**src/hdl/rkss_pkg.sv**
```systemverilog
// shared constants and types for the range k-smallest sum versus maximum unit
package rkss_pkg;

    localparam int LEAF_COUNT = 1024;
    localparam int MAX_GROUP  = 10;
    localparam int LIST_LEN   = MAX_GROUP - 1;
    localparam int NODE_COUNT = 2 * LEAF_COUNT;
    localparam int VAL_W      = 30;
    localparam int IDX_W      = 10;
    localparam int NODE_W     = $clog2(NODE_COUNT);
    localparam int LR_W       = NODE_W + 1;
    localparam int CNT_W      = $clog2(LIST_LEN + 1);
    localparam int SUM_W      = 34;
    localparam int K_W        = 4;
    localparam int LEN_W      = IDX_W + 1;

    localparam logic [VAL_W-1:0] EMPTY_MARK = VAL_W'(1000000001);
    localparam logic [K_W-1:0]   K_MIN      = K_W'(2);
    localparam logic [K_W-1:0]   K_MAX      = K_W'(MAX_GROUP);
    localparam logic [K_W-1:0]   K_RESET    = K_W'(3);

    typedef enum logic {OP_SET = 1'b0, OP_QUERY = 1'b1} op_t;

    typedef logic [LIST_LEN-1:0][VAL_W-1:0] list_t;

endpackage

```
**src/hdl/rkss_merge.sv**
```systemverilog
// merge unit: keeps the smallest entries of two sorted lists, one compare per cycle
module rkss_merge (
    input  logic                aclk,
    input  logic                aresetn,
    input  logic                start,
    input  rkss_pkg::list_t     list_a,
    input  rkss_pkg::list_t     list_b,
    output logic                done,
    output rkss_pkg::list_t     result
);

    rkss_pkg::list_t                 a_reg;
    rkss_pkg::list_t                 b_reg;
    rkss_pkg::list_t                 out_reg;
    logic [rkss_pkg::CNT_W-1:0]      cnt_reg;
    logic                            busy_reg;
    logic                            done_reg;
    logic                            take_a;
    logic [rkss_pkg::VAL_W-1:0]      pick;

    assign take_a = a_reg[0] < b_reg[0];
    assign pick   = take_a ? a_reg[0] : b_reg[0];

    always_ff @(posedge aclk) begin
        if (!aresetn) begin
            busy_reg <= 1'b0;
            done_reg <= 1'b0;
            cnt_reg  <= '0;
        end else begin
            done_reg <= 1'b0;
            if (start) begin
                a_reg    <= list_a;
                b_reg    <= list_b;
                cnt_reg  <= '0;
                busy_reg <= 1'b1;
            end else if (busy_reg) begin
                out_reg <= {pick, out_reg[rkss_pkg::LIST_LEN-1:1]};
                if (take_a) begin
                    a_reg <= {rkss_pkg::EMPTY_MARK, a_reg[rkss_pkg::LIST_LEN-1:1]};
                end else begin
                    b_reg <= {rkss_pkg::EMPTY_MARK, b_reg[rkss_pkg::LIST_LEN-1:1]};
                end
                if (cnt_reg == rkss_pkg::CNT_W'(rkss_pkg::LIST_LEN - 1)) begin
                    busy_reg <= 1'b0;
                    done_reg <= 1'b1;
                end else begin
                    cnt_reg <= cnt_reg + 1'b1;
                end
            end
        end
    end

    assign done   = done_reg;
    assign result = out_reg;

endmodule

```
**config.mk**
```make
export PLATFORM = sky130hd
export DESIGN_NAME = rkss_merge
export DESIGN_NICKNAME = d
export VERILOG_FILES = /design/src/hdl/rkss_pkg.sv /design/src/hdl/rkss_merge.sv
export SDC_FILE = /design/constraint.sdc
export NUM_CORES = 1
export LEC_CHECK = 0
export BUFFER_PORTS_ARGS = -buffer_cell sky130_fd_sc_hd__buf_2
export CORE_AREA = 2 2 312 314
export CTS_CLUSTER_DIAMETER = 100
export DETAILED_ROUTE_END_ITERATION = 12
export DIE_AREA = 0 0 314 316
export PLACE_DENSITY = 0.6
export SKIP_CTS_REPAIR_TIMING = 1
export SYNTH_ARGS = -nofsm -noshare
export SYNTH_HDL_FRONTEND = slang
export SYNTH_SLANG_ARGS = --single-unit
export TNS_END_PERCENT = 50
```
**constraint.sdc**
```tcl
create_clock -name aclk -period 24.3 [get_ports aclk]
set_clock_uncertainty 0.2 [all_clocks]
set_input_delay 1.215 -clock aclk [delete_from_list [all_inputs] [get_ports aclk]]
set_output_delay 1.215 -clock aclk [all_outputs]
set_load 0.02 [all_outputs]
```
Word level (Yosys, flattened, before mapping):

Index checks and enable logic that the tools add are counted.

* register bits: 816
* bits in writable memories: 0
* latch bits: 0
* output and inout port bits: 271
* memories kept: 0
* memory bits (read-only): 0
* logic and storage cells: 57
* bits of input ports: 543

* bitwise logic cells: 4
* divide/modulo/power cells: 0
* $mul: 0
* $add $sub $neg: 1
* multiplexer cells: 11
* shift-type cells: 0
* equality and inequality tests: 2
* magnitude comparators: 1
* reduce and logical (&&, ||, !) cells: 8

Operator list (count)
* 2-to-1 mux 270 bit: 6
* less-than comparator 30 bit: 1
* 2-to-1 mux 30 bit: 1
* AND reduction 3 bit: 3
* adder 4 x 1 -> 4 bit (second input constant): 1
* == test 4 bit (second input constant): 1
* 2-to-1 mux 1 bit: 4
* NOT 1 bit: 4
* nonzero test 2 bit: 2
* OR reduction 3 bit: 1
* inequality test 2 bit (second input constant): 1
* AND reduction 2 bit: 1
* OR reduction 2 bit: 1

Depth between registers and ports, before layout:

* depth in word-level cells: 4
* mapped depth: 9
* depth with buffers taken out: 8

Worst setup path after synthesis:

Ideal clock, no wire load.

* path type: register to register
* from: register a_reg[9] in the netlist's numbering
* to: register a_reg[0] in the netlist's numbering (enable)
* clock period less this slack: 22471 ps
* library setup time: 1295 ps
* path slack: 1829 ps
* path buffers: 0
* data required time: 22805 ps
* cell stages (with the launch flop): 8
* arrival time: 20976 ps
* path through: edfxtp_1 -> ha_1 -> a21o_1 -> a21oi_1 -> o21ai_0 -> a21oi_1 -> o21ai_0 -> o31ai_1

* word-level cells in the longest chain between the ends: 3

RTL lines
* from (decl): line rkss_merge.sv:12 `rkss_pkg::list_t a_reg;`
* from (signal assigned): line rkss_merge.sv:32 `a_reg <= list_a;`
* from (signal assigned): line rkss_merge.sv:39 `a_reg <= {rkss_pkg::EMPTY_MARK, a_reg[rkss_pkg::LIST_LEN-1:1]};`
* less-than comparator 30 bit: line rkss_merge.sv:21 `assign take_a = a_reg[0] < b_reg[0];`
* nonzero test 2 bit (no source line)
* AND reduction 3 bit (no source line)

Every way passes these cells.
A chain may end at the register's enable or synchronous reset.

Worst setup path in the final report:

* from: register a_reg[1] in the netlist's numbering
* to: register a_reg[97] in the netlist's numbering (enable)

Same word-level chain as after synthesis.

==> impl_metrics.csv <==
group,metric,value,unit
synth,synthAdderAreaFrac,1.21,%
floorplan,die_x,314,um
synth,synth_most_common_cell,"edfxtp_1",
critical_path,required,24.38,ns
critical_path,startpoint,"a_reg[1]",
grt,grt_pass1_vias,18000,
routing,drc,0,
synth,synth.mux.area_fraction,18.3,%
timing,setup_viol,0,
synth,yosys_register_bits,816,
timing,max_slew_margin,17.3,%
critical_path,cp_data_arrival_time,5.64,ns
placement,gp_congestion,0.864,
synth,synthCells,1583,
final_layout,area_growth,26.3,%
grt,grtUsageTotal,17.2,%
floorplan,core.rowCount,114,
power_and_ir_drop,max-vdd-ir-drop,48.5,uV
timing,hold_viol,0,
clock_tree,cts_root_buf,"clkbuf_16",
synth,ys_seq_area_share,76.6,%
timing,layout_min_cycle_time,5.55,ns
synth,synth_compound_area_share,0.627,%
synth,synth_edf_count,810,
timing,worst_slack,18.75,ns
timing,worst_pin_slew,1.24,ns
timing,tns,0,ns
grt,antenna_found_initial,47,
timing,final_max_slew_viol_count,0,
critical_path,r2r_end,"a_reg[97]",
synth,ys_top_cells_by_count,"810 x edfxtp_1, 480 x mux2_2, 43 x buf_2",
floorplan,start_util,33.3,%
power_and_ir_drop,clock_power_share,40.5,%
final_layout,nFillCells,8620,
floorplan,ios,814,
floorplan,core_area,96000,sq um
critical_path,r2r_cells,9,
routing,drt_pass1_iterations,5,
synth,syn_avg_cell_area,20.2,sq um
clock_tree,cts_buffers,91,
synth,yosys.area.top_type,"edfxtp_1",
synth,ys_types,36,
clock_tree,cts.htree.levels,3,
routing,wl_per_cell,23.1,um
worst_hold_path,min_path_type,"register to register",
synth,yosys_warnings,0,
synth,synth-simple-area-share,1.78,%
power_and_ir_drop,p_per_area,80.4,nW/um^2
power_and_ir_drop,share_comb_of_total_power,7.8,%
critical_path,r2r-start,"a_reg[1]",
floorplan,dieArea,99200,sq um
grt,use_met2,31.0,%
final_layout,multi_input_area,7070,sq um
clock_tree,path_clk_slew,0.06,ns
synth,synthArstFlopShare,0,%
critical_path,critPathMaxFanout,85,
power_and_ir_drop,p_seq_share,51.7,%
placement,preCtsSetupSlack,18.77,ns
routing,dr.first_iter.drc_count,1165,
timing,rsz0062_at_grt,"no",
power_and_ir_drop,p_int,2.52,mW
clock_tree,cts_buffer_depth,3,
grt,grt_util_met3,5.16,%
placement,hpwl,66.2,mm
synth,synthDominantCellAreaShare,76.2,%
synth,synth_top_family_by_area,"multiplexers",
clock_tree,insertion_delay,0.68,ns
synth,ys.flop_type,"edfxtp_1",
synth,synth_xor_area_share,0.0823,%
critical_path,critPathLaunchType,"register",
grt,grt_overflow,0,
placement,portBuffers,813,
critical_path,criticalPathCategory,"register to register",
synth,synth_nets,2157,
timing,min_period_over_period,22.8,%
routing,ant_nets,0,
clock_tree,cts_tree,"done",
routing,via_per_inst,4.49,
grt,grt.busiest_layer,"met2",
routing,totalWireLength,87.8,mm
final_layout,register_area,24400,sq um
power_and_ir_drop,swShare,22.4,%
clock_tree,cts_sinks,816,
final_layout,finalNetCount,3016,
run,cap_violations,0,
run_status,status,"completed",
routing,vias,17100,
synth,synthTopCellsByArea,"edfxtp_1 76%, mux2_2 17%, mux2_4 1.4%",
timing,fmax,180,MHz
critical_path,endpoint,"a_reg[97]",
power_and_ir_drop,p_switching,0.726,mW
synth,netlist_area,31900,sq um
floorplan,die_h,316,um
grt,grt_pass1_wl,123,mm
power_and_ir_drop,leakage,15.1,nW
grt,grt_util_met1,19.6,%
critical_path,worst-r2r-setup-slack,18.75,ns
final_layout,drive_above_1_share,58.7,%
power_and_ir_drop,p_total,3.24,mW
critical_path,critPathCaptureType,"register",
grt,grt_max_degree,100,
-- critical path, cell delays in order (launching register included) --
cell,delay (ns)
edfxtp_1,0.40
ha_1,0.31
a21oi_1,0.33
o221ai_1,0.21
a21oi_1,0.36
o21ai_0,0.24
o31ai_4,0.47
buf_4,0.90
buf_4,0.98
buf_4,0.67
-- final cells by class --
| class | instances | area share (%) |
|---|---|---|
| sequential | 816 | 60.6 |
| multi-input combinational | 669 | 17.5 |
| timing repair buffer | 831 | 10.4 |
| clock buffer | 119 | 5.96 |
| tap | 1276 | 3.96 |
| clock inverter | 49 | 1.09 |
| inverter | 33 | 0.307 |
| antenna | 16 | 0.0993 |
-- cell families after synthesis --
logic type | count (synthesis)
flops | 816
fa+ha+maj | 31
mux | 510
simple gates | 96
buf+inv | 98
compound gates | 29
xor+xnor | 3
-- through the flow --
stage / cell area (sq um) / utilization, % / hold WS [ns] / cells
2_1_floorplan: 31900 / - / 0.266 / 1583
3_3_place_gp: 37400 / 39.0 / 0.225 / 3625
3_5_place_dp: 37400 / 39.0 / 0.229 / 3625
4_1_cts: 40300 / 42.0 / 0.243 / 3793
5_1_grt: 40300 / 42.0 / 0.255 / 3803
6_report: 40300 / 42.0 / 0.241 / 3809
-- cells in the final DEF (no fill, tap or decap), types with 3 or more instances in the layout --
master      count
diode_2        16
clkinv_4        3
nand2_1         8
buf_2         812
clkinv_8        4
bufinv_16       4
dfxtp_1         6
clkinv_1       16
a21o_1          3
clkinv_2       12
a21oi_1        14
ha_1           31
and2_1         32
inv_6           5
nor2_1          6
nand2b_1       30
inv_1          33
mux2_4         30
nand3_1         8
mux2_2        480
o21ai_0         3
clkbuf_16      91
clkinvlp_4      3
edfxtp_1      810
nand4_1         4
buf_4          18
clkbuf_1       26
-- power by group through the flow --
stage / Clock [mW] / Combinational, mW / Sequential, mW
floorplan: 0 / 0.145 / 1.74
global placement: 0 / 0.255 / 1.70
detailed placement: 0 / 0.258 / 1.71
CTS: 1.35 / 0.260 / 1.68
global route: 1.40 / 0.278 / 1.68
finish: 1.31 / 0.255 / 1.68
-- metal layers --
layer | part of all wire, % | up-vias | wire [um]
li1 | - | 7937 | -
met1 | 38 | 8364 | 33300
met2 | 52 | 621 | 46000
met3 | 7.2 | 147 | 6300
met4 | 2.2 | 42 | 1970
met5 | 0.29 | - | 254
-- worst min-delay path by stage --
stage,startpoint,endpoint,slack [ns],cells past startpoint
floorplan,cnt_reg[1],cnt_reg[1],0.27,2
global placement,result[218],result[188],0.22,0
detailed placement,result[218],result[188],0.23,0
CTS,result[218],result[188],0.24,0
global route,result[257],result[227],0.25,0
finish,result[218],result[188],0.24,0
No activity file was read; power rests on OpenSTA's default activity.
